File: src/design/bit_packed_element_packer_assert.svh
// Assertion macros for the bit packed element packer
`ifndef BIT_PACKED_ELEMENT_PACKER_ASSERT_SVH
`define BIT_PACKED_ELEMENT_PACKER_ASSERT_SVH

// same-cycle implication, sampled on i_clk, off during reset
`define BPEP_ASSERT_NOW(label, ante, cons) \
    label: assert property (@(posedge i_clk) disable iff (!i_rst_n) (ante) |-> (cons)) \
        else $error("bpep assertion failed");

// next-cycle implication
`define BPEP_ASSERT_NEXT(label, ante, cons) \
    label: assert property (@(posedge i_clk) disable iff (!i_rst_n) (ante) |=> (cons)) \
        else $error("bpep assertion failed");

`endif

File: src/design/bpep_pkg.sv
// Package: constants and types shared by the bit packed element packer
package bpep_pkg;

    localparam int VALUE_W          = 64;
    localparam int CFG_W            = 7;
    localparam int BYTE_BITS        = 8;
    localparam int ELEMENT_BITS_DEF = 64;
    localparam int QUEUE_DEPTH_DEF  = 2;
    localparam logic [CFG_W-1:0] WIDTH_RESET = 7'd8;

    typedef struct packed {
        logic [CFG_W-1:0] width;
        logic             last;
    } t_elem_ctl;

endpackage

File: src/design/bpep_ifs.sv
// Interfaces: element input, byte output and configuration channels
interface bpep_elem_if;
    logic                            valid;
    logic                            ready;
    logic [bpep_pkg::VALUE_W-1:0]    element_value;
    logic                            last_element;

    modport source (output valid, element_value, last_element, input ready);
    modport sink   (input valid, element_value, last_element, output ready);
endinterface

interface bpep_byte_if;
    logic                            valid;
    logic                            ready;
    logic [bpep_pkg::BYTE_BITS-1:0]  packed_byte;
    logic                            last_byte;

    modport source (output valid, packed_byte, last_byte, input ready);
    modport sink   (input valid, packed_byte, last_byte, output ready);
endinterface

interface bpep_cfg_if;
    logic                            valid;
    logic                            ready;
    logic [bpep_pkg::CFG_W-1:0]      element_width;

    modport source (output valid, element_width, input ready);
    modport sink   (input valid, element_width, output ready);
endinterface

File: src/design/bpep_fifo.sv
// Small register queue between the front and back parts
module bpep_fifo #(
    parameter int WIDTH = 8,
    parameter int DEPTH = bpep_pkg::QUEUE_DEPTH_DEF
) (
    input  logic             i_clk,
    input  logic             i_rst_n,
    input  logic             i_push,
    input  logic [WIDTH-1:0] i_data,
    output logic             o_full,
    input  logic             i_pop,
    output logic [WIDTH-1:0] o_data,
    output logic             o_empty
);
    localparam int PTR_W = (DEPTH > 1) ? $clog2(DEPTH) : 1;
    localparam int CNT_W = $clog2(DEPTH + 1);

    logic [WIDTH-1:0] r_mem [DEPTH];
    logic [PTR_W-1:0] r_wr, n_wr;
    logic [PTR_W-1:0] r_rd, n_rd;
    logic [CNT_W-1:0] r_cnt, n_cnt;

    assign o_full  = (r_cnt == CNT_W'(DEPTH));
    assign o_empty = (r_cnt == '0);
    assign o_data  = r_mem[r_rd];

    always_comb begin
        n_wr  = r_wr;
        n_rd  = r_rd;
        n_cnt = r_cnt;
        if (i_push) begin
            n_wr = (r_wr == PTR_W'(DEPTH - 1)) ? '0 : r_wr + 1'b1;
        end
        if (i_pop) begin
            n_rd = (r_rd == PTR_W'(DEPTH - 1)) ? '0 : r_rd + 1'b1;
        end
        if (i_push && !i_pop) begin
            n_cnt = r_cnt + 1'b1;
        end else if (!i_push && i_pop) begin
            n_cnt = r_cnt - 1'b1;
        end
    end

    always_ff @(posedge i_clk) begin
        if (!i_rst_n) begin
            r_wr  <= '0;
            r_rd  <= '0;
            r_cnt <= '0;
        end else begin
            r_wr  <= n_wr;
            r_rd  <= n_rd;
            r_cnt <= n_cnt;
        end
    end

    always_ff @(posedge i_clk) begin
        if (i_push) begin
            r_mem[r_wr] <= i_data;
        end
    end

endmodule

File: src/design/bpep_front.sv
// Front part: width register, item accept, width clamp and value masking
module bpep_front #(
    parameter int ELEMENT_BITS = bpep_pkg::ELEMENT_BITS_DEF
) (
    input  logic                     i_clk,
    input  logic                     i_rst_n,
    bpep_cfg_if.sink                 i_cfg,
    bpep_elem_if.sink                i_elem,
    input  logic                     i_full,
    output logic                     o_push,
    output logic [ELEMENT_BITS-1:0]  o_value,
    output bpep_pkg::t_elem_ctl      o_ctl
);
    logic [bpep_pkg::CFG_W-1:0] r_width;
    logic [bpep_pkg::CFG_W-1:0] w_eff;
    logic [ELEMENT_BITS-1:0]    w_mask;

    assign i_cfg.ready  = 1'b1;
    assign i_elem.ready = !i_full;
    assign o_push       = i_elem.valid && !i_full;

    // widths past the element size saturate
    assign w_eff   = (r_width > bpep_pkg::CFG_W'(ELEMENT_BITS))
                   ? bpep_pkg::CFG_W'(ELEMENT_BITS) : r_width;
    assign w_mask  = ~({ELEMENT_BITS{1'b1}} << w_eff);
    assign o_value = i_elem.element_value[ELEMENT_BITS-1:0] & w_mask;
    assign o_ctl.width = w_eff;
    assign o_ctl.last  = i_elem.last_element;

    always_ff @(posedge i_clk) begin
        if (!i_rst_n) begin
            r_width <= bpep_pkg::WIDTH_RESET;
        end else if (i_cfg.valid) begin
            r_width <= i_cfg.element_width;
        end
    end

endmodule

File: src/design/bpep_back.sv
// Back part: bit accumulator, byte emission and output register
module bpep_back #(
    parameter int ELEMENT_BITS = bpep_pkg::ELEMENT_BITS_DEF
) (
    input  logic                     i_clk,
    input  logic                     i_rst_n,
    input  logic                     i_empty,
    input  logic [ELEMENT_BITS-1:0]  i_value,
    input  bpep_pkg::t_elem_ctl      i_ctl,
    output logic                     o_pop,
    output logic                     o_pending,
    bpep_byte_if.source              o_byte
);
    localparam int BB    = bpep_pkg::BYTE_BITS;
    localparam int ACC_W = ELEMENT_BITS + BB - 1;
    localparam int CNT_W = $clog2(ELEMENT_BITS + BB);

    logic [ACC_W-1:0] r_acc, n_acc;
    logic [CNT_W-1:0] r_cnt, n_cnt;
    logic             r_last, n_last;
    logic             r_valid, n_valid;
    logic [BB-1:0]    r_byte, n_byte;
    logic             r_lbyte, n_lbyte;
    logic             w_full_byte;
    logic             w_out_free;
    logic             w_emit;

    assign w_full_byte = (r_cnt >= CNT_W'(BB));
    assign o_pending   = w_full_byte || (r_last && (r_cnt != '0));
    assign w_out_free  = !r_valid || o_byte.ready;
    assign w_emit      = o_pending && w_out_free;
    assign o_pop       = !o_pending && !i_empty;

    assign o_byte.valid       = r_valid;
    assign o_byte.packed_byte = r_byte;
    assign o_byte.last_byte   = r_lbyte;

    always_comb begin
        n_acc   = r_acc;
        n_cnt   = r_cnt;
        n_last  = r_last;
        n_valid = r_valid && !o_byte.ready;
        n_byte  = r_byte;
        n_lbyte = r_lbyte;
        if (w_emit) begin
            // bits above the count are zero, so a partial byte comes out padded
            n_valid = 1'b1;
            n_byte  = r_acc[BB-1:0];
            n_lbyte = r_last && (r_cnt <= CNT_W'(BB));
            n_acc   = r_acc >> BB;
            n_cnt   = w_full_byte ? r_cnt - CNT_W'(BB) : '0;
        end else if (o_pop) begin
            n_acc  = r_acc | ({{(BB-1){1'b0}}, i_value} << r_cnt[2:0]);
            n_cnt  = r_cnt + CNT_W'(i_ctl.width);
            n_last = i_ctl.last;
        end
    end

    always_ff @(posedge i_clk) begin
        if (!i_rst_n) begin
            r_acc   <= '0;
            r_cnt   <= '0;
            r_last  <= 1'b0;
            r_valid <= 1'b0;
        end else begin
            r_acc   <= n_acc;
            r_cnt   <= n_cnt;
            r_last  <= n_last;
            r_valid <= n_valid;
        end
    end

    always_ff @(posedge i_clk) begin
        r_byte  <= n_byte;
        r_lbyte <= n_lbyte;
    end

endmodule

File: src/design/bit_packed_element_packer.sv
// Top level: LSB-first bit packer of elements into a byte stream
// An element is accepted in any cycle while the element queue has room, so
// elements stream in back to back. The back end loads an element into its
// bit accumulator and then emits one output byte per cycle while the byte
// output is ready, plus a flushed partial byte on the last element of a run;
// it takes no new element while bytes are pending. Widths above ELEMENT_BITS
// are clamped to it; a width of zero packs nothing.
`include "bit_packed_element_packer_assert.svh"

module bit_packed_element_packer #(
    parameter int ELEMENT_BITS = bpep_pkg::ELEMENT_BITS_DEF,
    parameter int QUEUE_DEPTH  = bpep_pkg::QUEUE_DEPTH_DEF
) (
    input  logic        i_clk,
    input  logic        i_rst_n,
    bpep_cfg_if.sink    i_cfg,
    bpep_elem_if.sink   i_elem,
    bpep_byte_if.source o_byte
);
    localparam int Q_W = $bits(bpep_pkg::t_elem_ctl) + ELEMENT_BITS;

    logic                    w_push;
    logic                    w_pop;
    logic                    w_full;
    logic                    w_empty;
    logic                    w_pending;
    logic [ELEMENT_BITS-1:0] w_in_value;
    logic [ELEMENT_BITS-1:0] w_out_value;
    bpep_pkg::t_elem_ctl     w_in_ctl;
    bpep_pkg::t_elem_ctl     w_out_ctl;

    bpep_front #(.ELEMENT_BITS(ELEMENT_BITS)) u_front (
        .i_clk   (i_clk),
        .i_rst_n (i_rst_n),
        .i_cfg   (i_cfg),
        .i_elem  (i_elem),
        .i_full  (w_full),
        .o_push  (w_push),
        .o_value (w_in_value),
        .o_ctl   (w_in_ctl)
    );

    bpep_fifo #(.WIDTH(Q_W), .DEPTH(QUEUE_DEPTH)) u_queue (
        .i_clk   (i_clk),
        .i_rst_n (i_rst_n),
        .i_push  (w_push),
        .i_data  ({w_in_ctl, w_in_value}),
        .o_full  (w_full),
        .i_pop   (w_pop),
        .o_data  ({w_out_ctl, w_out_value}),
        .o_empty (w_empty)
    );

    bpep_back #(.ELEMENT_BITS(ELEMENT_BITS)) u_back (
        .i_clk     (i_clk),
        .i_rst_n   (i_rst_n),
        .i_empty   (w_empty),
        .i_value   (w_out_value),
        .i_ctl     (w_out_ctl),
        .o_pop     (w_pop),
        .o_pending (w_pending),
        .o_byte    (o_byte)
    );

    `BPEP_ASSERT_NOW(a_push_not_full, w_push, !w_full)
    `BPEP_ASSERT_NOW(a_pop_not_empty, w_pop, !w_empty)
    `BPEP_ASSERT_NOW(a_pop_only_idle, w_pop, !w_pending)
    `BPEP_ASSERT_NEXT(a_pop_frees_slot, w_pop && !w_push && w_full, !w_full)

endmodule
File: src/flat_wrapper.sv
// flat-port wrapper written by rule: the top's interface ports become plain ports
module bit_packed_element_packer_flat 
#(
    parameter int ELEMENT_BITS = bpep_pkg::ELEMENT_BITS_DEF,
    parameter int QUEUE_DEPTH  = bpep_pkg::QUEUE_DEPTH_DEF
)
  (i_clk, i_rst_n, i_cfg_valid, i_cfg_element_width, i_cfg_ready, i_elem_valid, i_elem_element_value, i_elem_last_element, i_elem_ready, o_byte_valid, o_byte_packed_byte, o_byte_last_byte, o_byte_ready);
  bpep_cfg_if i_cfg_i ();
  bpep_elem_if i_elem_i ();
  bpep_byte_if o_byte_i ();
  input  logic i_clk;
  input  logic i_rst_n;
  input wire logic [$bits(i_cfg_i.valid)-1:0] i_cfg_valid;
  input wire logic [$bits(i_cfg_i.element_width)-1:0] i_cfg_element_width;
  output wire logic [$bits(i_cfg_i.ready)-1:0] i_cfg_ready;
  input wire logic [$bits(i_elem_i.valid)-1:0] i_elem_valid;
  input wire logic [$bits(i_elem_i.element_value)-1:0] i_elem_element_value;
  input wire logic [$bits(i_elem_i.last_element)-1:0] i_elem_last_element;
  output wire logic [$bits(i_elem_i.ready)-1:0] i_elem_ready;
  output wire logic [$bits(o_byte_i.valid)-1:0] o_byte_valid;
  output wire logic [$bits(o_byte_i.packed_byte)-1:0] o_byte_packed_byte;
  output wire logic [$bits(o_byte_i.last_byte)-1:0] o_byte_last_byte;
  input wire logic [$bits(o_byte_i.ready)-1:0] o_byte_ready;
  assign i_cfg_i.valid = i_cfg_valid;
  assign i_cfg_i.element_width = i_cfg_element_width;
  assign i_cfg_ready = i_cfg_i.ready;
  assign i_elem_i.valid = i_elem_valid;
  assign i_elem_i.element_value = i_elem_element_value;
  assign i_elem_i.last_element = i_elem_last_element;
  assign i_elem_ready = i_elem_i.ready;
  assign o_byte_valid = o_byte_i.valid;
  assign o_byte_packed_byte = o_byte_i.packed_byte;
  assign o_byte_last_byte = o_byte_i.last_byte;
  assign o_byte_i.ready = o_byte_ready;
  bit_packed_element_packer #(.ELEMENT_BITS(ELEMENT_BITS), .QUEUE_DEPTH(QUEUE_DEPTH)) u_core (.i_clk(i_clk), .i_rst_n(i_rst_n), .i_cfg(i_cfg_i), .i_elem(i_elem_i), .o_byte(o_byte_i));
endmodule
File: config.mk
export PLATFORM = sky130hd
export DESIGN_NAME = bit_packed_element_packer_flat
export DESIGN_NICKNAME = d
export VERILOG_FILES = /design/src/design/bpep_pkg.sv /design/src/design/bpep_ifs.sv /design/src/design/bpep_fifo.sv /design/src/design/bpep_front.sv /design/src/design/bpep_back.sv /design/src/design/bit_packed_element_packer.sv /design/src/flat_wrapper.sv
export VERILOG_INCLUDE_DIRS = /design/src /design/src/design
export SDC_FILE = /design/constraint.sdc
export NUM_CORES = 1
export LEC_CHECK = 0
export BUFFER_PORTS_ARGS = -buffer_cell sky130_fd_sc_hd__buf_2
export CORE_MARGIN = 2
export CORE_UTILIZATION = 50
export CTS_CLUSTER_DIAMETER = 60
export DETAILED_ROUTE_END_ITERATION = 10
export PLACE_DENSITY = 0.68
export RECOVER_POWER = 100
export SYNTH_ARGS = -nofsm -noshare
export SYNTH_HDL_FRONTEND = slang
export SYNTH_SLANG_ARGS = --single-unit
export TNS_END_PERCENT = 5
File: constraint.sdc
create_clock -name i_clk -period 5.5 [get_ports i_clk]
set_input_delay 0.275 -clock i_clk [delete_from_list [all_inputs] [get_ports i_clk]]
set_output_delay 0.275 -clock i_clk [all_outputs]
set_load 0.005 [all_outputs]
==> results.cfg, run 1 <==
[outcome]
status = complete, but fails checks
violations = capacitance limit, slew limit

[sta]
timing_hold_violations_final = 0
slew_headroom = -1.930
drv_slew = 238
rsz0062_at_grt = no
finalSetupViolations = 0
max_freq_ghz = 0.2410
worst_pin_slew_ns = 4.395
tns_ns = 0
post-route-min-period_ns = 4.150
fin_worst_skew_ns = 0.01589
timing.final.crit_share = 0.7545

[setup_path]
r2r-start = u_core.u_queue.r_cnt[0]
worst_setup_path_end_kind = register
ff2ff_setup_slack_ns = 1.43
r2r-end = u_core.u_queue.r_mem[1][14]
path_max_fanout = 107
cp-start-kind = input pin
crit_arrival_ns = 4.56
critPathKind = in2reg
reg2reg_depth = 3
required_ns = 5.91

[final_layout]
fillCellCount = 2105
seqCellArea_sq_mm = 0.006444
drive_above_1_share = 0.1757
fin_nets = 1261
multi_input_area_sq_mm = 0.005301
syn2layout_area_growth_pct = 12.25
diodes = 0
final_cells = 1519

[synth]
async_flop_share = 0
synth_fa_ha_area_frac = 0.009857
synth_top_family_by_area = compound AO/OA/AOI/OAI gates
synth_edf_count = 153
ys_seq_area_frac = 0.5282
syn_avg_cell_area_sq_um = 10.70
synth_cell_types = 61
synthXorXnorAreaFrac = 0.005750
ys_warn_count = 0
yosysTopAreaCell = edfxtp_1
synth_flop_cell = edfxtp_1
ys_ff_latch = 245
synthTopCellsByArea = edfxtp_1 38%, dfxtp_1 15%, mux2i_1 5.8%
syn_area_sq_mm = 0.01219
synth-compound-area-share = 0.1785
netlist_instances = 1139
synth_top_area_share = 0.3770
synthMuxAreaShare = 0.1202
synth_nets = 1225
synth_simple_gate_area_frac = 0.1195

[floorplan]
num_io_pins = 89
rows = 57
start_util = 0.5055
dieArea_sq_mm = 0.02564
die_w_um = 160.1
core_area_sq_mm = 0.02411
die_h_um = 160.1

[min_path]
hold_start = i_cfg_element_width[0]
holdPathEnd = u_core.u_front.r_width[0]
min_path_type = in2reg
min_path_cells = 3

[global_route]
grt_usage = 0.2537
grt_pass1_wl_um = 50910
overflow = 0
grt_max_degree = 108
grt_pass1_vias = 8709
antenna_found_initial = 0

[clock_tree]
cts-root-buf = clkbuf_16
cts_hold_buf = 5
cts_setup_buffers = 0
cts.sinks = 245
clk_pin_slew_ns = 0.06
htreeDepth = 1
clk_path_buf_depth = 3
insertion_delay_ns = 0.53
cts_tree = built
ctsResizeCount = 0
cts_buffers = 27

[routing]
firstDrtPassIters = 5
viasPerCell = 6.273
routedWlPerCell_um = 21.63
wl_um = 32860
vias = 9528
drtAntennaViolNets = 0
drt_iter0_drc = 918
drc = 0

[placement]
numPortBuffers = 87
gp_congestion = 0.9819
dp_hpwl_um = 22980
dp_cells = 1465

[run]
maxCapViolCount = 3

[pwr]
p_leak_uw = 0.004803
peakVddDrop_mv = 0.4206
power_density_mw_per_mm2 = 561.6
[Yosys cell counts, drive strengths merged, types with 15 or more instances]
cell type,instances
a21boi,22
a21oi,28
and2,15
buf,25
clkbuf,73
dfxtp,92
edfxtp,153
inv,16
mux2,59
mux2i,71
nand2,49
nand3,101
nor2,93
nor2b,17
o211ai,41
o21ai,50
o221ai,16
o22ai,97
[final cells by class]
| cell class | count | area share |
|---|---|---|
| multi-input combinational | 780 | 0.3876 |
| sequential | 245 | 0.4711 |
| tap | 324 | 0.02964 |
| clock buffer | 34 | 0.05242 |
| clock inverter | 15 | 0.01372 |
| inverter | 16 | 0.004391 |
| timing repair buffer | 105 | 0.04116 |
[per-stage QoR]
step | hold slack [ns] | instance area (sq um) | util | worst slack (ns) | power [uW]
2_1_floorplan | 0.3739 | 12190 | - | 1.341 | 4882
3_3_place_gp | 0.4241 | 12750 | 0.5291 | 2.124 | 5765
3_5_place_dp | 0.4277 | 12750 | 0.5291 | 2.028 | 5796
4_1_cts | 0.004683 | 13710 | 0.5687 | 2.029 | 7637
5_1_grt | 0.04578 | 13680 | 0.5674 | 0.9509 | 8073
6_report | 0.01903 | 13680 | 0.5674 | 1.350 | 7682
[registers in the layout, indices dropped and copies added, names as in the netlist, named ones only]
signal / count
u_core.u_back.o_byte.packed_byte: 8
u_core.u_back.o_byte.valid: 1
u_core.u_front.r_width: 7
u_core.u_back.o_byte.last_byte: 1
u_core.u_queue.r_cnt: 2
u_core.u_back.r_acc: 71
u_core.u_queue.r_mem: 144
u_core.u_queue.r_rd: 1
u_core.u_back.r_cnt: 7
u_core.u_queue.r_wr: 1
u_core.u_back.r_last: 1
[worst max-delay path by stage]
| stage | startpoint | cells after the start | slack (ns) | to |
|---|---|---|---|---|
| after floorplan | u_core.u_queue.r_cnt[0] | 3 | 1.34 | u_core.u_queue.r_mem[0][0] |
| after global routing | i_rst_n | 4 | 0.95 | u_core.u_back.r_acc[32] |
| after global placement | u_core.u_back.r_cnt[2] | 7 | 2.12 | u_core.u_queue.r_cnt[1] |
| after detailed placement | u_core.u_back.r_cnt[2] | 7 | 2.03 | u_core.u_queue.r_cnt[1] |
| after CTS | u_core.u_back.r_cnt[2] | 7 | 2.03 | u_core.u_queue.r_cnt[1] |
| final | i_rst_n | 4 | 1.35 | u_core.u_back.r_acc[32] |
[layer usage]
layer  up-vias  global-route usage  wire length [um]
met3        74             0.02909              2374
met2       443              0.3825             14630
met1      4562              0.3838             14860
li1       4449                   -                 -
met5         -                   0                 0
met4         0             0.07985              1003
[power by group]
part	switching [uW]	internal [uW]	leakage [uW]
sequential	312	2430	0.00223
combinational	2010	1090	0.00213
clock	722	1110	0.000443
total	3050	4630	0.00480
[cell usage in the layout, fill, tap and decap left out, types with 5 or more instances in the layout]
master         count
a211oi_1          14
a21boi_0          22
a21oi_1           28
a221oi_1           8
a31oi_1            8
and2_0            12
buf_2             81
buf_4              9
clkbuf_1          12
clkbuf_16         27
dfxtp_1           90
dlygate4sd3_1      5
edfxtp_1         153
ha_1               8
inv_1             15
mux2_2            59
mux2i_1           71
nand2_1           48
nand3_1          101
nor2_1            92
nor2b_1           17
nor3_1             7
o211ai_1          41
o21a_1             7
o21ai_0           49
o221ai_1          16
o22ai_1           97
o32ai_1            5
xor2_1             5
[kinds of logic (layout without fill, tap and decap cells)]
| logic type | count (synthesis) | in the layout |
|---|---|---|
| AOI/OAI and AO/OA | 322 | 322 |
| xor gates and xnor gates | 8 | 8 |
| adders and majority gates | 9 | 9 |
| buffers and inverters | 114 | 170 |
| DFF | 245 | 245 |
| muxes | 134 | 134 |
| other | 1 | 1 |
| and+or+nand+nor | 306 | 306 |
[critical path, stage by stage]
cell and delay [ns]:
buf_4 0.25, clkbuf_1 3.10, nand2_1 0.49, o221ai_1 0.36
(Power assumes the default switching activity.)
==> run 2, diff against run 1 <==
ABC_AREA = 1   (was unset)
clock period = 3.9 ns   (was 5.5 ns; I/O delays follow)
==> results.cfg, run 2 <==
[outcome]
status = complete, but fails checks
violations = capacitance limit, slew limit

[synth]
synth_commonest_cells = 346 x nand3_1, 302 x nand2_1, 153 x edfxtp_1, 120 x inv_1, 105 x nor2_1
synth_top_area_share = 0.3654
async_flop_share = 0
yosysTopAreaCell = edfxtp_1
synth_edf_count = 153
syn_avg_cell_area_sq_um = 8.097
syn_area_sq_mm = 0.01257
synth_nets = 1639
ys_warn_count = 0
ys_ff_latch = 245
synthTopCellsByArea = edfxtp_1 37%, dfxtp_1 15%, nand3_1 14%
synth_cell_types = 44
ys_seq_area_frac = 0.5118
yosysMostFrequentCell = nand3_1
synth_flop_cell = edfxtp_1
netlist_instances = 1553

[setup_path]
crit_chain = clkinv_4, nand2_1, nor2_4, nand2_1, nand3_2, nand2_4, clkbuf_2, nand2_2, or2_0, a21oi_1
path_buf_inv = 2
path_max_fanout = 69
cp-start-kind = register
crit_arrival_ns = 3.57
cpPeakStageDelay_ns = 0.64
required_ns = 4.34
critPathKind = reg2reg
cp_top_family = simple AND/OR/NAND/NOR gates
worst_setup_path_end_kind = register
slowest_stage = clkbuf_2
cp_common_cell = nand2_1

[sta]
timing.final.crit_share = 0.8027
drv_slew = 185
fin_worst_skew_ns = 0.01738
post-route-min-period_ns = 3.131
slew_headroom = -0.2708
max_freq_ghz = 0.3194
timing_hold_violations_final = 0
rsz0062_at_grt = no
worst_pin_slew_ns = 1.906
tns_ns = 0
worst_slack_ns = 0.7693
finalSetupViolations = 0

[clock_tree]
clk_path_buf_depth = 3
insertion_delay_ns = 0.53
cts.sinks = 245
cts_setup_buffers = 0
cts_buffers = 27
htreeDepth = 1
ctsResizeCount = 0
cts_tree = built
cts-root-buf = clkbuf_16
clk_pin_slew_ns = 0.06
cts_hold_buf = 14

[floorplan]
die_h_um = 162.6
start_util = 0.5037
num_io_pins = 89
core_area_sq_mm = 0.02496
die_w_um = 162.6
rows = 58
dieArea_sq_mm = 0.02643

[routing]
wl_um = 35290
vias = 10970
drtAntennaViolNets = 0
viasPerCell = 5.626
wl_met1_um = 16680
top_layer = met4
route.met3.wl_um = 2541
wl_met2_um = 14960
drt_iter0_drc = 1177
drc = 0
firstDrtPassIters = 5
routedWlPerCell_um = 18.10

[placement]
dp_hpwl_um = 25330
gp_congestion = 0.9610
dp_cells = 1889
numPortBuffers = 87
pre_cts_ws_ns = 1.202

[global_route]
grt_pass1_vias = 9912
grt_pass1_wl_um = 54770
grt_max_degree = 86
antenna_found_initial = 0
overflow = 0
grt_usage = 0.2671

[pwr]
p_leak_uw = 0.005895
peakVddDrop_mv = 0.4192
p_switching_uw = 4620
power_frac_seq = 0.344
power_frac_comb = 0.434
clockPowerShare = 0.223
p_sw_frac = 0.4202
power_density_mw_per_mm2 = 783.8
p_int_uw = 6374
power.total_uw = 10990

[final_layout]
top_register = u_core.u_queue.r_mem
multi_input_area_sq_mm = 0.005167
syn2layout_area_growth_pct = 11.54
postLayoutCoreUtil = 0.5618
layout_commonest_cell = nand3_1
seqCellArea_sq_mm = 0.006440
final_cells = 1950
drive_above_1_share = 0.1012
final_cell_mix = 346 x nand3_1, 306 x nand2_1, 153 x edfxtp_1
largest_reg_flops = 144
fillCellCount = 2346
diodes = 0
fin_nets = 1688

[run]
maxCapViolCount = 3

[min_path]
min_path_type = in2reg
==> run 2: cell count changes after synthesis, sizes merged, moves of 43 or more <==
cell,delta
nand2,+260
nand3,+246
inv,+112
o22ai,-97
o21ai,+87
a21oi,+72
mux2i,-71
mux2,-59
clkbuf,-43
==> run 2: worst register-to-register path, stage by stage, from the launching register on <==
cell and delay [ns]:
dfxtp_2 0.35, clkinv_4 0.38, nand2_1 0.27, nor2_4 0.06, nand2_1 0.16, nand3_2 0.15, nand2_4 0.31, clkbuf_2 0.66
nand2_2 0.29, or2_0 0.31, a21oi_1 0.12
==> run 2: path summary, 6_finish.rpt <==
| kind | startpoint | endpoint | slack [ns] | cells after the start |
|---|---|---|---|---|
| worst max-delay path | u_core.u_back.r_cnt[2] | u_core.u_back.r_cnt[1] | 0.77 | 10 |
| worst min-delay path | i_elem_element_value[48] | u_core.u_queue.r_mem[0][48] | 0.02 | 2 |
| worst max register to register | u_core.u_back.r_cnt[2] | u_core.u_back.r_cnt[1] | 0.77 | 10 |
| worst min register to register | u_core.u_back.r_acc[6] | u_core.u_back.o_byte.packed_byte[6] | 0.44 | 0 |
==> run 2: metal layers <==
layer  vias up  track usage
met2       422       0.3946
met3        53      0.03412
li1       5401            -
met4         0      0.08769
met1      5094       0.4071
met5         -            0
==> run 2: kinds of logic after synthesis <==
logic type | Yosys count | synth area share
compound gates | 275 | 0.1164
xor+xnor | 7 | 0.004876
fa+ha+maj | 9 | 0.009553
buf+inv | 225 | 0.07682
flops | 245 | 0.5118
other cells | 1 | 0.0002982
simple gates | 791 | 0.2802
==> run 2: area by class of cell <==
class | instances | share of cell area
clock inverter | 8 | 0.006690
clock buffer | 39 | 0.05433
timing repair buffer | 116 | 0.04710
tap | 330 | 0.02944
sequential | 245 | 0.4591
multi-input combinational | 1083 | 0.3684
inverter | 129 | 0.03488
==> run 2: power groups by stage <==
| stage | registers (uW) | clock network, uW | logic (uW) |
|---|---|---|---|
| after global routing | 3850 | 2590 | 5370 |
| final | 3780 | 2450 | 4770 |
| after global placement | 3810 | 0 | 4670 |
| after detailed placement | 3820 | 0 | 4700 |
| after CTS | 3770 | 2480 | 4740 |
| after floorplan | 3710 | 0 | 3680 |
==> run 2: per-stage QoR <==
step	hold WS, ns	cell area (sq um)
after detailed placement	0.3907	13080
after CTS	0.003350	14080
after global placement	0.3827	13080
after floorplan	0.2939	12580
final	0.01827	14030
after global routing	0.02538	14030
==> run 3, diff against run 2 <==
PLACE_DENSITY = 0.71   (was 0.68)
clock period = 2.7 ns   (was 3.9 ns; I/O delays follow)
==> results.cfg, run 3 (synthesis results as in run 2) <==
[routing]
drc = 0
vias = 11370
viasPerCell = 5.626
wl_um = 35870
drt_iter0_drc = 1268
drtAntennaViolNets = 0
routedWlPerCell_um = 17.75
firstDrtPassIters = 6

[run]
maxCapViolCount = 0

[final_layout]
final_cell_mix = 347 x nand3_1, 305 x nand2_1, 153 x edfxtp_1
drive_above_1_share = 0.1077
largest_reg_flops = 144
top_register = u_core.u_queue.r_mem
syn2layout_area_growth_pct = 16.40
fillCellCount = 2253
fin_nets = 1756
layout_commonest_cell = nand3_1
diodes = 0
final_cells = 2020

[floorplan]
die_w_um = 162.6
num_io_pins = 89
dieArea_sq_mm = 0.02643
core_area_sq_mm = 0.02496
rows = 58
start_util = 0.5037
die_h_um = 162.6

[min_path]
min_path_type = in2reg

[clock_tree]
clk_path_buf_depth = 3
cts_setup_buffers = 0
cts-root-buf = clkbuf_16
cts_hold_buf = 60
htreeDepth = 1
cts_tree = built
clk_pin_slew_ns = 0.06
insertion_delay_ns = 0.53
ctsResizeCount = 0
cts.sinks = 245
cts_buffers = 27

[sta]
worst_pin_slew_ns = 1.005
worst_slack_ns = 0.2771
finalSetupViolations = 0
max_freq_ghz = 0.4127
timing.final.crit_share = 0.8974
timing_hold_violations_final = 0
slew_headroom = 0.3226
hold_slack_ns = 0.02851
rsz0062_at_grt = no
fin_worst_skew_ns = 0.01100
post-route-min-period_ns = 2.423
drv_slew = 0

[pwr]
peakVddDrop_mv = 0.7045
p_leak_uw = 0.006173
power_density_mw_per_mm2 = 1088
p_int_uw = 9168
power_frac_comb = 0.447
p_sw_frac = 0.4244
p_switching_uw = 6759
clockPowerShare = 0.214
power_frac_seq = 0.339

[setup_path]
cp_common_cell = nor2_1
path_buf_inv = 3
critPathKind = reg2reg
required_ns = 3.00
path_max_fanout = 10
crit_arrival_ns = 2.72
cpPeakStageDelay_ns = 0.60
cp-start-kind = register
crit_chain = clkbuf_1, nor2_1, clkbuf_1, nor2_1, inv_1, nor2_1
worst_setup_path_end_kind = register
slowest_stage = nor2_1
cp_top_family = simple AND/OR/NAND/NOR gates

[placement]
gp_congestion = 0.9552
dp_hpwl_um = 25330
pre_cts_ws_ns = 0.4044
numPortBuffers = 87
dp_cells = 1911

[global_route]
grt_usage = 0.2724
grt_pass1_vias = 10420
overflow = 0
grt_pass1_wl_um = 56390
grt_max_degree = 90
antenna_found_initial = 0

[outcome]
status = finished, final reports clean
[run 3: metal layers]
layer  global-route usage  wire (um)
met2               0.4282      15980
met5                    0          0
met1               0.3949      15990
met4              0.07603        926
met3              0.04023       2968
[run 3: path summary, 6_finish.rpt]
path	start	end	slack, ns	depth (start not counted)
worst min-delay path	i_elem_element_value[28]	u_core.u_queue.r_mem[0][28]	0.03	3
worst max-delay path	u_core.u_front.r_width[6]	u_core.u_queue.r_mem[0][61]	0.28	6
worst max register to register	u_core.u_front.r_width[6]	u_core.u_queue.r_mem[0][61]	0.28	6
worst min register to register	u_core.u_back.r_acc[5]	u_core.u_back.o_byte.packed_byte[5]	0.43	0
[run 3: cell type report]
| cell class | count | area, sq um | share of cell area |
|---|---|---|---|
| sequential | 245 | 6440 | 0.4400 |
| multi-input combinational | 1083 | 5160 | 0.3525 |
| timing repair buffer | 184 | 1318 | 0.09002 |
| clock buffer | 32 | 694.4 | 0.04744 |
| inverter | 129 | 489.2 | 0.03342 |
| tap | 330 | 412.9 | 0.02821 |
| clock inverter | 17 | 122.6 | 0.008378 |
[run 3: through the flow]
| stage | area (sq um) | TNS [ns] | utilization | power, uW |
|---|---|---|---|---|
| 2_1_floorplan | 12580 | -27.23 | - | 10670 |
| 3_3_place_gp | 13370 | 0 | 0.5356 | 12390 |
| 3_5_place_dp | 13370 | 0 | 0.5356 | 12500 |
| 4_1_cts | 14790 | 0 | 0.5924 | 15980 |
| 5_1_grt | 14640 | 0 | 0.5863 | 17070 |
| 6_report | 14640 | 0 | 0.5863 | 15930 |
[run 3: power groups by stage]
stage | logic [uW] | clock network, uW | registers [uW]
global route | 7990 | 3590 | 5490
CTS | 7150 | 3450 | 5390
global placement | 6960 | 0 | 5440
detailed placement | 7040 | 0 | 5460
finish | 7120 | 3410 | 5400
floorplan | 5320 | 0 | 5350
[run 3: worst register-to-register path, stage by stage (launching register included)]
cell,delay [ns]
dfxtp_1,0.48
clkbuf_1,0.37
nor2_1,0.08
clkbuf_1,0.19
nor2_1,0.60
inv_1,0.12
nor2_1,0.36
